===== config.mk =====
export PLATFORM = sky130hd
export DESIGN_NAME = tftp_download_receive_control
export DESIGN_NICKNAME = d
export VERILOG_FILES = /design/src/hw/rtl/tdrc_pkg.sv /design/src/hw/rtl/tdrc_front.sv /design/src/hw/rtl/tdrc_back.sv /design/src/hw/rtl/tftp_download_receive_control.sv
export SDC_FILE = /design/constraint.sdc
export NUM_CORES = 1
export LEC_CHECK = 0
export BUFFER_PORTS_ARGS = -buffer_cell sky130_fd_sc_hd__clkbuf_2
export CORE_MARGIN = 3
export CORE_UTILIZATION = 40
export DETAILED_ROUTE_END_ITERATION = 16
export HOLD_SLACK_MARGIN = 0.02
export PLACE_DENSITY_LB_ADDON = 0.15
export SLEW_MARGIN = 10
export SYNTH_ARGS = -nofsm -noshare
export SYNTH_HDL_FRONTEND = slang
export SYNTH_HIERARCHICAL = 1
export SYNTH_SLANG_ARGS = --single-unit

===== constraint.sdc =====
create_clock -name clock -period 6.81 [get_ports clock]
set_clock_uncertainty 0.15 [all_clocks]
set_input_delay 0.681 -clock clock [delete_from_list [all_inputs] [get_ports clock]]
set_output_delay 0.681 -clock clock [all_outputs]
set_load 0.02 [all_outputs]

===== src/hw/rtl/tdrc_pkg.sv =====
`timescale 1ns / 1ps

package tdrc_pkg;

   // Action codes of an input transaction (code 3 carries no meaning)
   localparam logic [1:0] ACT_START  = 2'd0;
   localparam logic [1:0] ACT_PACKET = 2'd1;
   localparam logic [1:0] ACT_TICK   = 2'd2;

   // Kind of packet to send
   localparam logic [1:0] KIND_NONE = 2'd0;
   localparam logic [1:0] KIND_RRQ  = 2'd1;
   localparam logic [1:0] KIND_ACK  = 2'd2;
   localparam logic [1:0] KIND_ERR  = 2'd3;

   // Protocol opcodes and error codes
   localparam logic [15:0] OP_DATA         = 16'd3;
   localparam logic [15:0] OP_ERROR        = 16'd5;
   localparam logic [15:0] ERR_ILLEGAL_OP  = 16'd4;
   localparam logic [15:0] ERR_UNKNOWN_TID = 16'd5;

   // Register indexes
   localparam logic [1:0] REG_SERVER_ADDRESS = 2'd0;
   localparam logic [1:0] REG_WELL_KNOWN     = 2'd1;
   localparam logic [1:0] REG_TIMEOUT        = 2'd2;
   localparam logic [1:0] REG_FLASH_BASE     = 2'd3;

   // Register reset values
   localparam logic [31:0] SERVER_ADDRESS_RESET = 32'hC0A8_0102;
   localparam logic [15:0] WELL_KNOWN_RESET     = 16'd69;
   localparam logic [19:0] TIMEOUT_RESET        = 20'(3 * 100000);
   localparam logic [31:0] FLASH_BASE_RESET     = 32'd0;

   typedef enum logic [1:0] {
      PH_IDLE = 2'd0,
      PH_RUN  = 2'd1,
      PH_DONE = 2'd2,
      PH_FAIL = 2'd3
   } phase_type;

   // Packet class decided by the front end
   typedef enum logic [1:0] {
      CLS_RUNT    = 2'd0,
      CLS_DATA    = 2'd1,
      CLS_ERROR   = 2'd2,
      CLS_ILLEGAL = 2'd3
   } class_type;

   // Classified transaction passed from front to back
   typedef struct packed {
      logic [1:0]  action;
      logic        addr_ok;
      class_type   cls;
      logic [15:0] port;
      logic [15:0] block;
      logic        write_ok;
      logic        short_block;
      logic [9:0]  length;
   } cmd_type;

   // Settings used by the back end
   typedef struct packed {
      logic [15:0] well_known_port;
      logic [19:0] timeout_ticks;
      logic [31:0] flash_base_address;
   } cfg_type;

   // One result transaction
   typedef struct packed {
      logic [1:0]  send_kind;
      logic [15:0] send_value;
      logic [15:0] send_port;
      logic        write_enable;
      logic [31:0] write_address;
      logic [9:0]  write_length;
      logic [1:0]  transfer_status;
   } rsp_type;

endpackage


===== src/hw/rtl/tdrc_front.sv =====
`timescale 1ns / 1ps

module tdrc_front
   import tdrc_pkg::*;
#(
   parameter int MAX_DATA_BYTES = 512
) (
   input  logic        clock,
   input  logic        reset,
   input  logic        push,
   output logic        full,
   input  logic [1:0]  action,
   input  logic [31:0] source_address,
   input  logic [15:0] source_port,
   input  logic [10:0] packet_length,
   input  logic [15:0] packet_opcode,
   input  logic [15:0] packet_block,
   input  logic [31:0] server_address,
   output logic        cmd_valid,
   input  logic        cmd_pop,
   output cmd_type     cmd
);

   localparam logic [10:0] MaxBytes = 11'(MAX_DATA_BYTES);

   cmd_type     q_ff [2];
   cmd_type     cmd_in;
   logic        wr_ptr_ff, wr_ptr_in;
   logic        rd_ptr_ff, rd_ptr_in;
   logic [1:0]  count_ff, count_in;
   logic        accept;
   logic [10:0] payload;
   logic        is_runt;

   // Classify the incoming transaction
   always_comb begin
      payload = packet_length - 11'd4;
      is_runt = (packet_length < 11'd2) ||
                ((packet_opcode == OP_DATA) && (packet_length < 11'd4));
      cmd_in.action  = action;
      cmd_in.addr_ok = (source_address == server_address);
      if (is_runt) begin
         cmd_in.cls = CLS_RUNT;
      end else if (packet_opcode == OP_DATA) begin
         cmd_in.cls = CLS_DATA;
      end else if (packet_opcode == OP_ERROR) begin
         cmd_in.cls = CLS_ERROR;
      end else begin
         cmd_in.cls = CLS_ILLEGAL;
      end
      cmd_in.port        = source_port;
      cmd_in.block       = packet_block;
      cmd_in.write_ok    = (payload != 11'd0) && (payload <= MaxBytes);
      cmd_in.short_block = (payload < MaxBytes);
      cmd_in.length      = payload[9:0];
   end

   // Two-entry queue toward the back end
   assign full      = (count_ff == 2'd2);
   assign accept    = push && !full;
   assign cmd_valid = (count_ff != 2'd0);
   assign cmd       = q_ff[rd_ptr_ff];

   always_comb begin
      wr_ptr_in = wr_ptr_ff ^ accept;
      rd_ptr_in = rd_ptr_ff ^ cmd_pop;
      count_in  = count_ff + {1'b0, accept} - {1'b0, cmd_pop};
   end

   always_ff @(posedge clock) begin
      if (reset) begin
         wr_ptr_ff <= 1'b0;
         rd_ptr_ff <= 1'b0;
         count_ff  <= 2'd0;
      end else begin
         wr_ptr_ff <= wr_ptr_in;
         rd_ptr_ff <= rd_ptr_in;
         count_ff  <= count_in;
      end
   end

   // Store the classified transaction
   always_ff @(posedge clock) begin
      if (accept) begin
         q_ff[wr_ptr_ff] <= cmd_in;
      end
   end

endmodule


===== src/hw/rtl/tdrc_back.sv =====
`timescale 1ns / 1ps

module tdrc_back
   import tdrc_pkg::*;
(
   input  logic    clock,
   input  logic    reset,
   input  logic    cmd_valid,
   output logic    cmd_pop,
   input  cmd_type cmd,
   input  cfg_type cfg,
   output logic    rsp_empty,
   input  logic    rsp_pop,
   output rsp_type rsp
);

   phase_type   phase_ff, phase_in;
   logic [15:0] remote_port_ff, remote_port_in;
   logic        latched_ff, latched_in;
   logic [15:0] last_block_ff, last_block_in;
   logic [31:0] next_address_ff, next_address_in;
   logic [19:0] idle_ticks_ff, idle_ticks_in;

   rsp_type     q_ff [2];
   rsp_type     res_in;
   logic        wr_ptr_ff, wr_ptr_in;
   logic        rd_ptr_ff, rd_ptr_in;
   logic [1:0]  count_ff, count_in;
   logic        exec;
   logic        accept_out;
   logic        port_diff;
   logic [15:0] eff_port;
   logic [16:0] block_limit;

   // Execute one transaction whenever the result queue has room
   assign exec       = cmd_valid && (count_ff != 2'd2);
   assign cmd_pop    = exec;
   assign accept_out = rsp_pop && !rsp_empty;

   // Next state and result of the transfer
   always_comb begin
      phase_in        = phase_ff;
      remote_port_in  = remote_port_ff;
      latched_in      = latched_ff;
      last_block_in   = last_block_ff;
      next_address_in = next_address_ff;
      idle_ticks_in   = idle_ticks_ff;
      res_in          = '0;
      port_diff       = (cmd.port != remote_port_ff);
      eff_port        = port_diff ? cmd.port : remote_port_ff;
      block_limit     = {1'b0, last_block_ff} + 17'd1;

      if (exec) begin
         unique case (cmd.action)
            ACT_START: begin
               remote_port_in   = cfg.well_known_port;
               latched_in       = 1'b0;
               last_block_in    = 16'd0;
               next_address_in  = cfg.flash_base_address;
               idle_ticks_in    = 20'd0;
               phase_in         = PH_RUN;
               res_in.send_kind = KIND_RRQ;
               res_in.send_port = cfg.well_known_port;
            end
            ACT_TICK: begin
               if (phase_ff == PH_RUN) begin
                  if (idle_ticks_ff >= cfg.timeout_ticks) begin
                     phase_in = PH_FAIL;
                  end else begin
                     idle_ticks_in = idle_ticks_ff + 20'd1;
                  end
               end
            end
            ACT_PACKET: begin
               if (phase_ff == PH_RUN) begin
                  idle_ticks_in = 20'd0;
                  if (cmd.addr_ok) begin
                     if (port_diff && latched_ff) begin
                        // Foreign transfer port: reject and drop
                        res_in.send_kind  = KIND_ERR;
                        res_in.send_value = ERR_UNKNOWN_TID;
                        res_in.send_port  = remote_port_ff;
                     end else begin
                        if (port_diff) begin
                           remote_port_in = cmd.port;
                           latched_in     = 1'b1;
                        end
                        unique case (cmd.cls)
                           CLS_RUNT: begin
                              phase_in = PH_FAIL;
                           end
                           CLS_DATA: begin
                              if ((cmd.block == 16'd0) ||
                                  ({1'b0, cmd.block} > block_limit)) begin
                                 phase_in = PH_FAIL;
                              end else begin
                                 res_in.send_kind  = KIND_ACK;
                                 res_in.send_value = cmd.block;
                                 res_in.send_port  = eff_port;
                                 if (cmd.block > last_block_ff) begin
                                    last_block_in = cmd.block;
                                    if (cmd.write_ok) begin
                                       res_in.write_enable  = 1'b1;
                                       res_in.write_address = next_address_ff;
                                       res_in.write_length  = cmd.length;
                                       next_address_in = next_address_ff +
                                                         {22'd0, cmd.length};
                                    end
                                    if (cmd.short_block) begin
                                       phase_in = PH_DONE;
                                    end
                                 end
                              end
                           end
                           CLS_ERROR: begin
                              phase_in = PH_FAIL;
                           end
                           CLS_ILLEGAL: begin
                              res_in.send_kind  = KIND_ERR;
                              res_in.send_value = ERR_ILLEGAL_OP;
                              res_in.send_port  = eff_port;
                           end
                           default: begin
                              phase_in = phase_ff;
                           end
                        endcase
                     end
                  end
               end
            end
            default: begin
               phase_in = phase_ff;
            end
         endcase
      end
      res_in.transfer_status = phase_in;
   end

   always_ff @(posedge clock) begin
      if (reset) begin
         phase_ff        <= PH_IDLE;
         remote_port_ff  <= WELL_KNOWN_RESET;
         latched_ff      <= 1'b0;
         last_block_ff   <= 16'd0;
         next_address_ff <= FLASH_BASE_RESET;
         idle_ticks_ff   <= 20'd0;
      end else begin
         phase_ff        <= phase_in;
         remote_port_ff  <= remote_port_in;
         latched_ff      <= latched_in;
         last_block_ff   <= last_block_in;
         next_address_ff <= next_address_in;
         idle_ticks_ff   <= idle_ticks_in;
      end
   end

   // Two-entry result queue
   assign rsp_empty = (count_ff == 2'd0);
   assign rsp       = q_ff[rd_ptr_ff];

   always_comb begin
      wr_ptr_in = wr_ptr_ff ^ exec;
      rd_ptr_in = rd_ptr_ff ^ accept_out;
      count_in  = count_ff + {1'b0, exec} - {1'b0, accept_out};
   end

   always_ff @(posedge clock) begin
      if (reset) begin
         wr_ptr_ff <= 1'b0;
         rd_ptr_ff <= 1'b0;
         count_ff  <= 2'd0;
      end else begin
         wr_ptr_ff <= wr_ptr_in;
         rd_ptr_ff <= rd_ptr_in;
         count_ff  <= count_in;
      end
   end

   always_ff @(posedge clock) begin
      if (exec) begin
         q_ff[wr_ptr_ff] <= res_in;
      end
   end

endmodule


===== src/hw/rtl/tftp_download_receive_control.sv =====
`timescale 1ns / 1ps

// Channel   Handshake            Payload
// req       req_push / req_full  action, source address/port, length, opcode, block
// rsp       rsp_pop / rsp_empty  send kind/value/port, flash write, transfer status
// csr       APB write/read       server address, well-known port, timeout, flash base
//
// One transaction per cycle sustained while neither queue is full; each request yields exactly one result.
// A request is held in the front queue, then executed by the back end into the result queue.
// Two-entry queues on each side let input and output stall independently.
// Reset is synchronous; the transfer returns to idle and registers take defaults.

module tftp_download_receive_control
   import tdrc_pkg::*;
#(
   parameter int MAX_DATA_BYTES = 512
) (
   input  logic        clock,
   input  logic        reset,
   input  logic        req_push,
   output logic        req_full,
   input  logic [1:0]  req_action,
   input  logic [31:0] req_source_address,
   input  logic [15:0] req_source_port,
   input  logic [10:0] req_packet_length,
   input  logic [15:0] req_packet_opcode,
   input  logic [15:0] req_packet_block,
   output logic        rsp_empty,
   input  logic        rsp_pop,
   output logic [1:0]  rsp_send_kind,
   output logic [15:0] rsp_send_value,
   output logic [15:0] rsp_send_port,
   output logic        rsp_write_enable,
   output logic [31:0] rsp_write_address,
   output logic [9:0]  rsp_write_length,
   output logic [1:0]  rsp_transfer_status,
   input  logic        csr_psel,
   input  logic        csr_penable,
   input  logic        csr_pwrite,
   input  logic [3:0]  csr_paddr,
   input  logic [31:0] csr_pwdata,
   output logic [31:0] csr_prdata,
   output logic        csr_pready
);

   logic [31:0] server_address_ff;
   logic [15:0] well_known_ff;
   logic [19:0] timeout_ff;
   logic [31:0] flash_base_ff;
   logic        csr_write;
   cfg_type     cfg;
   cmd_type     cmd;
   logic        cmd_valid;
   logic        cmd_pop;
   rsp_type     rsp;

   // Register write and readback
   assign csr_pready = 1'b1;
   assign csr_write  = csr_psel && csr_penable && csr_pwrite && csr_pready;

   always_ff @(posedge clock) begin
      if (reset) begin
         server_address_ff <= SERVER_ADDRESS_RESET;
         well_known_ff     <= WELL_KNOWN_RESET;
         timeout_ff        <= TIMEOUT_RESET;
         flash_base_ff     <= FLASH_BASE_RESET;
      end else if (csr_write) begin
         unique case (csr_paddr[3:2])
            REG_SERVER_ADDRESS: server_address_ff <= csr_pwdata;
            REG_WELL_KNOWN:     well_known_ff     <= csr_pwdata[15:0];
            REG_TIMEOUT:        timeout_ff        <= csr_pwdata[19:0];
            REG_FLASH_BASE:     flash_base_ff     <= csr_pwdata;
            default:            flash_base_ff     <= flash_base_ff;
         endcase
      end
   end

   always_comb begin
      unique case (csr_paddr[3:2])
         REG_SERVER_ADDRESS: csr_prdata = server_address_ff;
         REG_WELL_KNOWN:     csr_prdata = {16'd0, well_known_ff};
         REG_TIMEOUT:        csr_prdata = {12'd0, timeout_ff};
         REG_FLASH_BASE:     csr_prdata = flash_base_ff;
         default:            csr_prdata = 32'd0;
      endcase
   end

   assign cfg.well_known_port    = well_known_ff;
   assign cfg.timeout_ticks      = timeout_ff;
   assign cfg.flash_base_address = flash_base_ff;

   // Accept and classify
   tdrc_front #(
      .MAX_DATA_BYTES(MAX_DATA_BYTES)
   ) u_front (
      .clock          (clock),
      .reset          (reset),
      .push           (req_push),
      .full           (req_full),
      .action         (req_action),
      .source_address (req_source_address),
      .source_port    (req_source_port),
      .packet_length  (req_packet_length),
      .packet_opcode  (req_packet_opcode),
      .packet_block   (req_packet_block),
      .server_address (server_address_ff),
      .cmd_valid      (cmd_valid),
      .cmd_pop        (cmd_pop),
      .cmd            (cmd)
   );

   // Run the transfer state and queue results
   tdrc_back u_back (
      .clock     (clock),
      .reset     (reset),
      .cmd_valid (cmd_valid),
      .cmd_pop   (cmd_pop),
      .cmd       (cmd),
      .cfg       (cfg),
      .rsp_empty (rsp_empty),
      .rsp_pop   (rsp_pop),
      .rsp       (rsp)
   );

   assign rsp_send_kind       = rsp.send_kind;
   assign rsp_send_value      = rsp.send_value;
   assign rsp_send_port       = rsp.send_port;
   assign rsp_write_enable    = rsp.write_enable;
   assign rsp_write_address   = rsp.write_address;
   assign rsp_write_length    = rsp.write_length;
   assign rsp_transfer_status = rsp.transfer_status;

`ifndef ASSERT_OFF
   // Back end pops only a waiting transaction
   a_pop_valid: assert property (@(posedge clock) disable iff (reset)
      cmd_pop |-> cmd_valid)
      else $error("back end popped an empty command queue");

   // A flash write always comes with an ack and a nonzero length
   a_write_ack: assert property (@(posedge clock) disable iff (reset)
      (!rsp_empty && rsp_write_enable) |->
         (rsp_send_kind == KIND_ACK) && (rsp_write_length != 10'd0))
      else $error("flash write without ack");

   // Nothing is sent while no transfer has started
   a_idle_quiet: assert property (@(posedge clock) disable iff (reset)
      (!rsp_empty && (rsp_transfer_status == PH_IDLE)) |-> (rsp_send_kind == KIND_NONE))
      else $error("packet sent while idle");

   // A read request always starts a running transfer
   a_rrq_run: assert property (@(posedge clock) disable iff (reset)
      (!rsp_empty && (rsp_send_kind == KIND_RRQ)) |-> (rsp_transfer_status == PH_RUN))
      else $error("read request without running transfer");
`endif

endmodule


==> summary.md, run 1 <==
| Metric | Value |
|---|---|
| Outcome | finished clean |
| Pin count of the biggest net entering global routing | 86 |
| Clock tree sinks | between 400 and 500 |
| Number of global-route vias before repair | 15.5k |
| Sum of routed wire length over all layers | slightly above 60000 µm |
| Transition time at the pin with the least slew margin | between 1 and 1.5 ns |
| Clock-pin slew on the worst setup and hold paths | around 0.060 ns |
| Cell-by-cell listing of the critical path | nand3_1, nor4_1, nand3_1, xnor2_1, ha_1, nand4_1, nor3_1, nand3_1, o211a_1, a2111oi_2, or2_1, buf_4, nor2_1, a311oi_1 |
| FFs w/ async S/R, synth | 0% |
| CP max-delay cell | sky130_fd_sc_hd__or2_1 |
| Number of distinct library cell variants in the gate-level netlist after synthesis | 83 |
| Buffer levels on the longest clock path | 3 |
| Die width | between 200 and 250 µm |
| Fin crit period | between 5 and 6 ns |
| Count of nets left with antenna violations after detail routing | 0 |
| Layout area overhead | 15.4% |
| Final instance area | approximately 0.026 mm² |
| Total number of vias | between 15k and 20k |
| # DRC | 0 |
| Type of the tightest min-delay check | input port to flop |
| Post-detailed-placement half-perimeter wirelength | ~43000 µm |
| Total met3 wirelength after detailed routing | about 3400 µm |
| Number of enable flip-flop cells after synthesis | 256 |
| Core area | about 0.054 mm² |
| Number of antenna violations at the first check in global routing | 2 |
| Metal2 WL | 28400 µm |
| TritonCTS clock tree | done |
| Die area | approximately 0.058 mm² |
| Net Count, Synth | between 2k and 2.5k |
| Final net count | roughly 2.4k |
| Initial standard-cell utilization of the core | 40.8% |
| Post-detailed-route via-to-cell ratio | about 5.6 |
| Die Span Y | about 240 µm |
| Depth of the CTS H-tree | 2 |
| Flops & latches, synth | ~450 |
| Critical path required time | between 7 and 8 ns |
| Post-Route Setup TNS | 0 ns |
| Overall Global Routing Usage | about a fifth |
| Highest ir drop seen on vdd | 220 µV |
| Clock buffer count from CTS | 50 |
| Maximum fanout encountered on the critical timing path | 29 |
| Critical Path Most Common Cell | sky130_fd_sc_hd__nand3_1 |
| Signal arrival time at the worst endpoint | 5.42 ns |
| Max_cap viols | 0 |
| Final Max Tran Viols | 0 |
| Cell at the root of the clock tree | sky130_fd_sc_hd__clkbuf_16 |
| Violation count after the first detailed-routing iteration | between 1k and 1.5k |
| Yosys top cell by area | sky130_fd_sc_hd__edfxtp_1 |
| Drt first pass iters | 5 |
| Source-to-sink clock delay at the later pin of the worst-skew pair | between 0.5 and 0.6 ns |
| Global-route wire length before repair | slightly above 90000 µm |
| Gate count of the mapped netlist | just under 2k |
| Number of hold buffers added after cts | 0 |
| Power density normalized to cell area | around 350 mW/mm² |
| Top-area cell type share of the netlist area | around a third |
| Wl on met1 | just under 30000 µm |
| Setup Crit Path Kind | flop to flop |
| # Post-CTS Setup Buffers | 0 |
| Quantity of gates resized following cts | 0 |
| Post-synthesis cell area | 0.0221 mm² |
| Final Hold Violating Endpoints | 0 |
| Count of pins on the block boundary | 250 |
| Final-report setup violation count | 0 |
| Highest metal used | met4 |
| Input/output buffers | 246 |
| Dominant synthesized flop cell | sky130_fd_sc_hd__edfxtp_1 |
| Most frequent cells in the layout | sky130_fd_sc_hd__edfxtp_1, sky130_fd_sc_hd__clkbuf_2, sky130_fd_sc_hd__dfxtp_1, sky130_fd_sc_hd__mux2_2, sky130_fd_sc_hd__nand2_1 |
| WL per Instance | between 20 and 25 µm |
| Placed standard-cell area | approximately 0.024 mm² |
| Yosys warning total | 6 |
| Ratio of cells with drive above 1 in the final layout | between 20% and 30% |
| Slew HR | ~22% |
| Max frequency | 0.197 GHz |
| Kind of end point of the critical path | flop |
| Leak Pwr | a little under 10 nW |
| Setup repair after global routing missed its margin | false |
| Sequential element share of the synthesized area | between 50% and 60% |
| Fill cells | 5023 |
| Largest cells by area after synthesis | sky130_fd_sc_hd__edfxtp_1, sky130_fd_sc_hd__dfxtp_1, sky130_fd_sc_hd__mux2_2 |
| Placer Congestion | between 0.8 and 0.9 |
| Average instance area after synthesis | 11.4 µm² |
| Critical path's top delay family | simple AND/OR/NAND/NOR gates |
| Most common cell after layout, fill and taps aside | sky130_fd_sc_hd__edfxtp_1 |
| Total buffers and inverters traversed by the critical path | 1 |
| Global route overflow | 0 |
| Startpoint type of the worst setup path | flop |
| FP Rows | 85 |
| Final critical-path share of the clock period | 74.5% |
| Maximum single-stage delay on the critical path | about 0.89 ns |
-- cells in the mapped netlist, types with 65 or more instances --
| library cell | number |
|---|---|
| sky130_fd_sc_hd__o21ai_0 | 69 |
| sky130_fd_sc_hd__nor2_1 | 110 |
| sky130_fd_sc_hd__dfxtp_1 | 195 |
| sky130_fd_sc_hd__edfxtp_1 | 256 |
| sky130_fd_sc_hd__inv_1 | 65 |
| sky130_fd_sc_hd__mux2_2 | 132 |
| sky130_fd_sc_hd__nand2b_1 | 86 |
| sky130_fd_sc_hd__clkbuf_1 | 70 |
| sky130_fd_sc_hd__a21oi_1 | 92 |
| sky130_fd_sc_hd__nand2_1 | 109 |
| sky130_fd_sc_hd__ha_1 | 74 |
-- kinds of logic after synthesis --
kind of cell | share of synthesized area [%]
xor gates and xnor gates | 3.12
buffers and inverters | 3.54
other | 0.0170
adders and majority gates | 4.28
AOI/OAI and AO/OA | 11.1
and+or+nand+nor | 14.2
DFF | 52.4
muxes | 11.3
-- flip-flops by register name (all words and copies together) (netlist names), 16 cells and up --
name	cells
u_front/q_ff	98
well_known_ff	16
u_back/next_address_ff	32
flash_base_ff	32
u_back/remote_port_ff	16
server_address_ff	32
u_back/q_ff	158
u_back/idle_ticks_ff	20
timeout_ff	20
u_back/last_block_ff	16
-- area by class of cell --
cell class / instances / area [µm²] / area share, %
sequential: 451 / 11600 / 45.4
multi-input combinational: 1312 / 9800 / 38.4
timing repair buffer: 270 / 1410 / 5.54
clock buffer: 67 / 1380 / 5.39
tap: 696 / 871 / 3.41
inverter: 65 / 244 / 0.956
clock inverter: 25 / 210 / 0.824
antenna: 1 / 2.50 / 0.00981
-- final timing paths --
| check | start | end | slack, ns | depth (start not counted) |
|---|---|---|---|---|
| max | u_back/last_block_ff[2] | u_back/next_address_ff[0] | 1.74 | 14 |
| min | req_packet_block[12] | u_front/q_ff[1][24] | 0.14 | 1 |
| max reg2reg | u_back/last_block_ff[2] | u_back/next_address_ff[0] | 1.74 | 14 |
| min reg2reg | u_back/idle_ticks_ff[19] | u_back/idle_ticks_ff[19] | 0.33 | 2 |
-- power by group --
group | switching [mW] | internal [mW] | total, mW
clock network | 1.10 | 1.53 | 2.63
logic | 1.66 | 0.963 | 2.63
registers | 0.212 | 3.38 | 3.59
total | 2.98 | 5.87 | 8.85
-- through the flow --
step                      hold WS, ns  instances  setup slack (ns)  total power [mW]  utilization [%]
after floorplan                 0.297       1936              3.24              5.42                -
after global placement          0.315       2794              1.81              6.26             44.1
after detailed placement        0.317       2794              1.69              6.31             44.1
after CTS                      0.0910       2886              1.69              8.97             47.0
after global routing           0.0993       2887              1.26              9.33             47.0
final                           0.138       2887              1.74              8.85             47.0
-- layer usage --
layer,global-route usage (%),vias up
li1,-,7574
met2,32.8,450
met1,30.4,7936
met4,4.82,0
met5,0,-
met3,3.55,63
(Power assumes the default switching activity.)
==> run 2: changes to the inputs <==
clock period = 4.7 ns   (was 6.81 ns; I/O delays follow)
==> run 2 against run 1 <==
Compared with the run above:
- combinational power rose by 49%
- sequential power increased by 45%
- critical path depth decreased by 3
- count of clock-buffer cells in the layout fell by 1
- largest power group unchanged
==> summary.md, run 2 (same netlist as run 1, synthesis figures left out) <==
| Metric | Value |
|---|---|
| Outcome | finished clean (unchanged) |
| Placed standard-cell area | 0.0241 mm² (was 0.0239 mm²) |
| Leak Pwr | 10.2 nW (was 9.75 nW) |
| Most common cell after layout, fill and taps aside | sky130_fd_sc_hd__edfxtp_1 (unchanged) |
| Final critical-path share of the clock period | 90.7% (was 74.5%) |
| Transition time at the pin with the least slew margin | 1.23 ns (was 1.17 ns) |
| Layout area overhead | 19.3% (was 15.4%) |
| Total buffers and inverters traversed by the critical path | 1 (unchanged) |
| Multi-input gate area | 0.00980 mm² (about the same) |
| Fill cells | 5018 (was 5023) |
| Global route overflow | 0 (unchanged) |
| Critical path required time | 5.04 ns (was 7.16 ns) |
| Clock buffer count from CTS | 50 (unchanged) |
| Global-route wire length before repair | 96000 µm (was 93300 µm) |
| Maximum single-stage delay on the critical path | 0.64 ns (was 0.89 ns) |
| Placer Congestion | 0.867 (was 0.872) |
| End-of-flow core utilization | 48.6% (was 47.0%) |
| Fin crit period | 4.26 ns (was 5.07 ns) |
| Input/output buffers | 246 (unchanged) |
| Pin count of the biggest net entering global routing | 105 (was 86) |
| Count of pins on the block boundary | 250 (unchanged) |
| CP max-delay cell | sky130_fd_sc_hd__dfxtp_2 (was sky130_fd_sc_hd__or2_1) |
| Die width | 241 µm (unchanged) |
| Sum of routed wire length over all layers | 62800 µm (was 62100 µm) |
| Drt first pass iters | 6 (was 5) |
| Final instance area | 0.0264 mm² (was 0.0255 mm²) |
| Buffer levels on the longest clock path | 3 (unchanged) |
| Total number of vias | 16.3k (was 16.0k) |
| Cell at the root of the clock tree | sky130_fd_sc_hd__clkbuf_16 (unchanged) |
| Power density normalized to cell area | 496 mW/mm² (was 347 mW/mm²) |
| Most frequent cells in the layout | sky130_fd_sc_hd__edfxtp_1, sky130_fd_sc_hd__clkbuf_2, sky130_fd_sc_hd__dfxtp_1, sky130_fd_sc_hd__mux2_2, sky130_fd_sc_hd__nand2_1 (unchanged) |
| Maximum fanout encountered on the critical timing path | 16 (was 29) |
| Depth of the CTS H-tree | 2 (unchanged) |
| FP Rows | 85 (unchanged) |
| Tightest hold margin | 0.0457 ns (was 0.138 ns) |
| # DRC | 0 (unchanged) |
| Number of global-route vias before repair | 16.3k (was 15.5k) |
| Startpoint type of the worst setup path | flop (unchanged) |
| Clock-pin slew on the worst setup and hold paths | 0.06 ns (about the same) |
| TritonCTS clock tree | done (unchanged) |
| Overall Global Routing Usage | 21.4% (was 20.9%) |
| Signal arrival time at the worst endpoint | 4.60 ns (was 5.42 ns) |
| Number of flip-flops under the largest register name | 158 (unchanged) |
| Core area | 0.0542 mm² (unchanged) |
| Final net count | 2440 (was 2361) |
| Post-Route Setup TNS | 0 ns (unchanged) |
| WL per Instance | 21.2 µm (was 21.5 µm) |
| Critical path's top delay family | compound AO/OA/AOI/OAI gates (was simple AND/OR/NAND/NOR gates) |
| Slew HR | 18.2% (was 21.6%) |
| Post-detailed-route via-to-cell ratio | 5.48 (was 5.55) |
| Source-to-sink clock delay at the later pin of the worst-skew pair | 0.58 ns (was 0.59 ns) |
| Largest registers | u_back/q_ff (158), u_front/q_ff (98) (unchanged) |
| Violation count after the first detailed-routing iteration | 1213 (was 1274) |
| Final Max Tran Viols | 0 (unchanged) |
| Highest ir drop seen on vdd | 334 µV (was 220 µV) |
| Die area | 0.0581 mm² (unchanged) |
| Clock tree sinks | 451 (unchanged) |
| Type of the tightest min-delay check | input port to flop (unchanged) |
| Count of nets left with antenna violations after detail routing | 0 (unchanged) |
| Final-report setup violation count | 0 (unchanged) |
| Initial standard-cell utilization of the core | 40.8% (unchanged) |
| Register with the highest flop count | u_back/q_ff (unchanged) |
| Cell-by-cell listing of the critical path | buf_4, mux2_2, ha_1, a21o_1, nand3_1, a311oi_1, a31o_2, nand2_1, or4_1, o31a_1, o32ai_1 (was nand3_1, nor4_1, nand3_1, xnor2_1, ha_1, nand4_1, nor3_1, nand3_1, o211a_1, a2111oi_2, or2_1, buf_4, nor2_1, a311oi_1) |
| Setup repair after global routing missed its margin | false (unchanged) |
| Max frequency | 0.235 GHz (was 0.197 GHz) |
| Flip-flop and latch area | 0.0116 mm² (unchanged) |
| Setup Crit Path Kind | flop to flop (unchanged) |
| Max_cap viols | 0 (unchanged) |
| Die Span Y | 241 µm (unchanged) |
| Final Hold Violating Endpoints | 0 (unchanged) |
| Ratio of cells with drive above 1 in the final layout | 24.0% (about the same) |
| Post-detailed-placement half-perimeter wirelength | 43700 µm (was 43400 µm) |
| Kind of end point of the critical path | flop (unchanged) |
| Number of antenna violations at the first check in global routing | 1 (was 2) |
==> run 2: cell types whose count changed in the layout (fill, tap and decap cells not counted), sizes merged <==
| cell | change |
|---|---|
| buf | +14 |
| bufinv | +3 |
| clkbuf | -1 |
| clkinv | +1 |
| dlygate4sd3 | +65 |
| inv | -3 |
==> run 2: power by group <==
group / total, mW / internal (mW) / switching, mW
logic: 3.91 / 1.48 / 2.42
clock network: 3.99 / 2.39 / 1.60
registers: 5.20 / 4.90 / 0.298
total: 13.1 / 8.77 / 4.32
==> run 2: layout make-up <==
cell class | instances | area share [%]
clock buffers | 66 | 5.24
repair buffers | 349 | 8.32
flip-flops and latches | 451 | 44.0
inverters | 65 | 0.925
well taps | 696 | 3.30
diodes | 1 | 0.00949
multi-input cells | 1312 | 37.1
clock inverters | 26 | 1.11
==> run 2: path summary, 6_finish.rpt <==
check | startpoint | end | slack [ns] | cells past startpoint
setup / recovery | u_front/rd_ptr_ff | u_back/next_address_ff[29] | 0.44 | 11
hold / removal | csr_pwdata[15] | flash_base_ff[15] | 0.05 | 3
setup reg to reg | u_front/rd_ptr_ff | u_back/next_address_ff[29] | 0.44 | 11
hold reg to reg | u_back/idle_ticks_ff[19] | u_back/idle_ticks_ff[19] | 0.33 | 2
==> run 2: through the flow <==
| step | worst slack [ns] | cells | total power, mW |
|---|---|---|---|
| floorplan | 1.13 | 1936 | 7.85 |
| global placement | 0.505 | 2808 | 9.12 |
| detailed placement | 0.498 | 2808 | 9.19 |
| CTS | 0.467 | 2965 | 13.3 |
| global route | 0.180 | 2965 | 13.8 |
| finish | 0.437 | 2966 | 13.1 |
==> run 2: worst min-delay path, stage by stage <==
cell and delay [ns]:
sky130_fd_sc_hd__clkbuf_2 0.12, sky130_fd_sc_hd__nand3_1 0.07, sky130_fd_sc_hd__a21oi_1 0.05
==> run 2: layer usage <==
metal  share of wire, %  routed length (µm)  track usage [%]
met1                 47               29700             30.7
met2                 45               28500             33.7
met3                4.8                3030             3.31
met4                2.5                1550             6.12
met5                  0                   0                0
==> run 2: timing repair <==
item	4_1_cts	5_1_grt
hold buffers	65	0
gates resized for setup	0	0
endpoints found under the hold margin	113	0
setup buffers	0	0
==> run 3: changes to the inputs <==
--- a/config.mk
+++ b/config.mk
@@ -8,2 +8,3 @@
 export BUFFER_PORTS_ARGS = -buffer_cell sky130_fd_sc_hd__clkbuf_2
+export CORE_ASPECT_RATIO = 0.7
 export CORE_MARGIN = 3
==> constraint.sdc (replaced) <==
create_clock -name clock -period 4.7 [get_ports clock]
set_clock_uncertainty 0.15 [all_clocks]
set_input_delay 0.94 -clock clock [delete_from_list [all_inputs] [get_ports clock]]
set_output_delay 0.94 -clock clock [all_outputs]
set_load 0.02 [all_outputs]
==> run 3 against run 2 <==
Compared with the run above:
- combinational power rose by 2%
- non-clock buffer count fell by 60
- count of clock-buffer cells in the layout rose by 5
- wire length rose by 4.6%
- critical path depth rose by 3
- cell count fell by 1.0%
- cell area fell by 2.1%
- worst hold slack improved by 0.29 ns
- via count barely moved
- critical endpoint is now u_back/next_address_ff[30]
- largest cell class unchanged
- highest routed layer unchanged
==> summary.md, run 3 (same netlist as run 1, synthesis figures left out) <==
| Metric | Value |
|---|---|
| Die area | 0.0582 mm² (was 0.0581 mm²) |
| Input/output buffers | 246 (unchanged) |
| Fin crit period | 4.35 ns (was 4.26 ns) |
| Setup repair after global routing missed its margin | false (unchanged) |
| Transition time at the pin with the least slew margin | 1.30 ns (was 1.23 ns) |
| Startpoint of the tightest hold check path | u_back/idle_ticks_ff[19] (was csr_pwdata[15]) |
| Highest ir drop seen on vdd | 268 µV (was 334 µV) |
| Register with the highest flop count | u_back/q_ff (unchanged) |
| Type of the tightest min-delay check | flop to flop (was input port to flop) |
| Overall Global Routing Usage | 22.2% (was 21.4%) |
| Core area | 0.0542 mm² (about the same) |
| Overall power | 13.2 mW (was 13.1 mW) |
| Depth of the CTS H-tree | 2 (unchanged) |
| Final-report setup violation count | 0 (unchanged) |
| Clock buffer count from CTS | 47 (was 50) |
| Count of nets left with antenna violations after detail routing | 0 (unchanged) |
| Count of pins on the block boundary | 250 (unchanged) |
| Sum of routed wire length over all layers | 65600 µm (was 62800 µm) |
| Source-to-sink clock delay at the later pin of the worst-skew pair | 0.58 ns (about the same) |
| Multi-input gate area | 0.00979 mm² (was 0.00980 mm²) |
| Die Span Y | 203 µm (was 241 µm) |
| Startpoint type of the worst setup path | flop (unchanged) |
| Final critical-path share of the clock period | 92.6% (was 90.7%) |
| Cell at the root of the clock tree | sky130_fd_sc_hd__clkbuf_16 (unchanged) |
| WL per Instance | 22.4 µm (was 21.2 µm) |
| Kind of end point of the critical path | flop (unchanged) |
| Setup Crit Path Kind | flop to flop (unchanged) |
| Max frequency | 0.230 GHz (was 0.235 GHz) |
| FP Rows | 71 (was 85) |
| Drt first pass iters | 5 (was 6) |
| Final Hold Violating Endpoints | 0 (unchanged) |
| Layout area overhead | 16.8% (was 19.3%) |
| Number of hold buffers added after cts | 0 (was 65) |
| Slew HR | 13.4% (was 18.2%) |
| Most frequent cells in the layout | sky130_fd_sc_hd__edfxtp_1, sky130_fd_sc_hd__clkbuf_2, sky130_fd_sc_hd__dfxtp_1, sky130_fd_sc_hd__mux2_2, sky130_fd_sc_hd__nand2_1 (unchanged) |
| Largest registers | u_back/q_ff (158), u_front/q_ff (98) (unchanged) |
| Post-Route Setup TNS | 0 ns (unchanged) |
| Flip-flop and latch area | 0.0116 mm² (unchanged) |
| Pin count of the biggest net entering global routing | 124 (was 105) |
| Number of flip-flops under the largest register name | 158 (unchanged) |
| Number of global-route vias before repair | 15.7k (was 16.3k) |
| Ratio of cells with drive above 1 in the final layout | 24.6% (was 24.0%) |
| Tightest hold margin | 0.332 ns (was 0.0457 ns) |
| Global route overflow | 0 (unchanged) |
| Signal arrival time at the worst endpoint | 4.67 ns (was 4.60 ns) |
| Most common cell after layout, fill and taps aside | sky130_fd_sc_hd__edfxtp_1 (unchanged) |
| Final net count | 2377 (was 2440) |
| End-of-flow core utilization | 47.7% (was 48.6%) |
| Global-route wire length before repair | 98600 µm (was 96000 µm) |
| # Post-CTS Setup Buffers | 0 (unchanged) |
| Buffer levels on the longest clock path | 3 (unchanged) |
| Leak Pwr | 9.90 nW (was 10.2 nW) |
| Critical Path Source | u_front/rd_ptr_ff (unchanged) |
| Outcome | finished clean (unchanged) |
| Maximum fanout encountered on the critical timing path | 12 (was 16) |
| Final Max Tran Viols | 0 (unchanged) |
| Critical path required time | 5.02 ns (was 5.04 ns) |
| # DRC | 0 (unchanged) |
| Placer Congestion | 0.873 (was 0.867) |
| Violation count after the first detailed-routing iteration | 1377 (was 1213) |
| Clock tree sinks | 451 (unchanged) |
| Clock-pin slew on the worst setup and hold paths | 0.06 ns (about the same) |
| Power density normalized to cell area | 510 mW/mm² (was 496 mW/mm²) |
| Number of antenna violations at the first check in global routing | 4 (was 1) |
| Initial standard-cell utilization of the core | 40.8% (about the same) |
| Fill cells | 5017 (was 5018) |
| Quantity of gates resized following cts | 0 (unchanged) |
| Die width | 287 µm (was 241 µm) |
| Post-detailed-placement half-perimeter wirelength | 46700 µm (was 43700 µm) |
| Total number of vias | 16.2k (was 16.3k) |
| Post-detailed-route via-to-cell ratio | 5.53 (was 5.48) |
| Launching point of the worst reg2reg path | u_front/rd_ptr_ff (unchanged) |
| Max_cap viols | 0 (unchanged) |
| TritonCTS clock tree | done (unchanged) |
## run 3: cell types whose count changed in the layout (fill, tap and decap cells not counted), moves of 2 or more
cell                            previous run  this run
sky130_fd_sc_hd__clkinv_1                  4         1
sky130_fd_sc_hd__buf_12                    2         5
sky130_fd_sc_hd__buf_4                    37        39
sky130_fd_sc_hd__dlygate4sd3_1            65         0
sky130_fd_sc_hd__clkbuf_1                  9        14
sky130_fd_sc_hd__clkinvlp_4                3         1
sky130_fd_sc_hd__clkinv_2                 12         7
## run 3: layer usage
| metal | vias up | share of wire (%) | GRT usage (%) |
|---|---|---|---|
| li1 | 7617 | - | - |
| met2 | 536 | 43 | 32.4 |
| met5 | - | 0 | 0 |
| met1 | 8018 | 49 | 34.1 |
| met3 | 75 | 6.5 | 3.85 |
| met4 | 0 | 2.1 | 5.56 |
## run 3: path summary, 6_finish.rpt
path                                     end  slack, ns  depth (start not counted)
setup / recovery  u_back/next_address_ff[30]       0.35                         14
setup reg to reg  u_back/next_address_ff[30]       0.35                         14
hold reg to reg     u_back/idle_ticks_ff[19]       0.33                          2
hold / removal      u_back/idle_ticks_ff[19]       0.33                          2
## run 3: cell type report
cell class | count | area share, %
Antenna cell | 2 | 0.0194
Clock buffer | 71 | 5.42
Clock inverter | 16 | 0.993
Inverter | 65 | 0.945
Multi-Input combinational cell | 1312 | 37.9
Sequential cell | 451 | 44.9
Tap cell | 730 | 3.54
Timing Repair Buffer | 289 | 6.27
## run 3: critical path, stage by stage, from the launching register on
cell	delay, ns
sky130_fd_sc_hd__dfxtp_2	0.62
sky130_fd_sc_hd__buf_12	0.20
sky130_fd_sc_hd__buf_4	0.20
sky130_fd_sc_hd__mux2_2	0.19
sky130_fd_sc_hd__ha_1	0.18
sky130_fd_sc_hd__inv_1	0.06
sky130_fd_sc_hd__fa_1	0.37
sky130_fd_sc_hd__nor2b_1	0.21
sky130_fd_sc_hd__o31a_1	0.21
sky130_fd_sc_hd__o2111ai_1	0.19
sky130_fd_sc_hd__a21boi_1	0.69
sky130_fd_sc_hd__nand2_1	0.28
sky130_fd_sc_hd__o31a_1	0.33
sky130_fd_sc_hd__a21o_1	0.16
sky130_fd_sc_hd__a32o_1	0.19
## run 3: where the power goes
part | internal (mW) | switching, mW | total, mW
clock network | 2.44 | 1.56 | 4.00
registers | 4.89 | 0.275 | 5.17
logic | 1.47 | 2.54 | 4.00
total | 8.80 | 4.37 | 13.2
## run 3: through the flow
step,instance area (µm²),cells,worst slack [ns]
final,25800,2936,0.347
after detailed placement,24200,2847,0.420
after global placement,24200,2847,0.502
after CTS,25800,2934,0.370
after floorplan,22100,1936,1.13
after global routing,25800,2935,0.0620
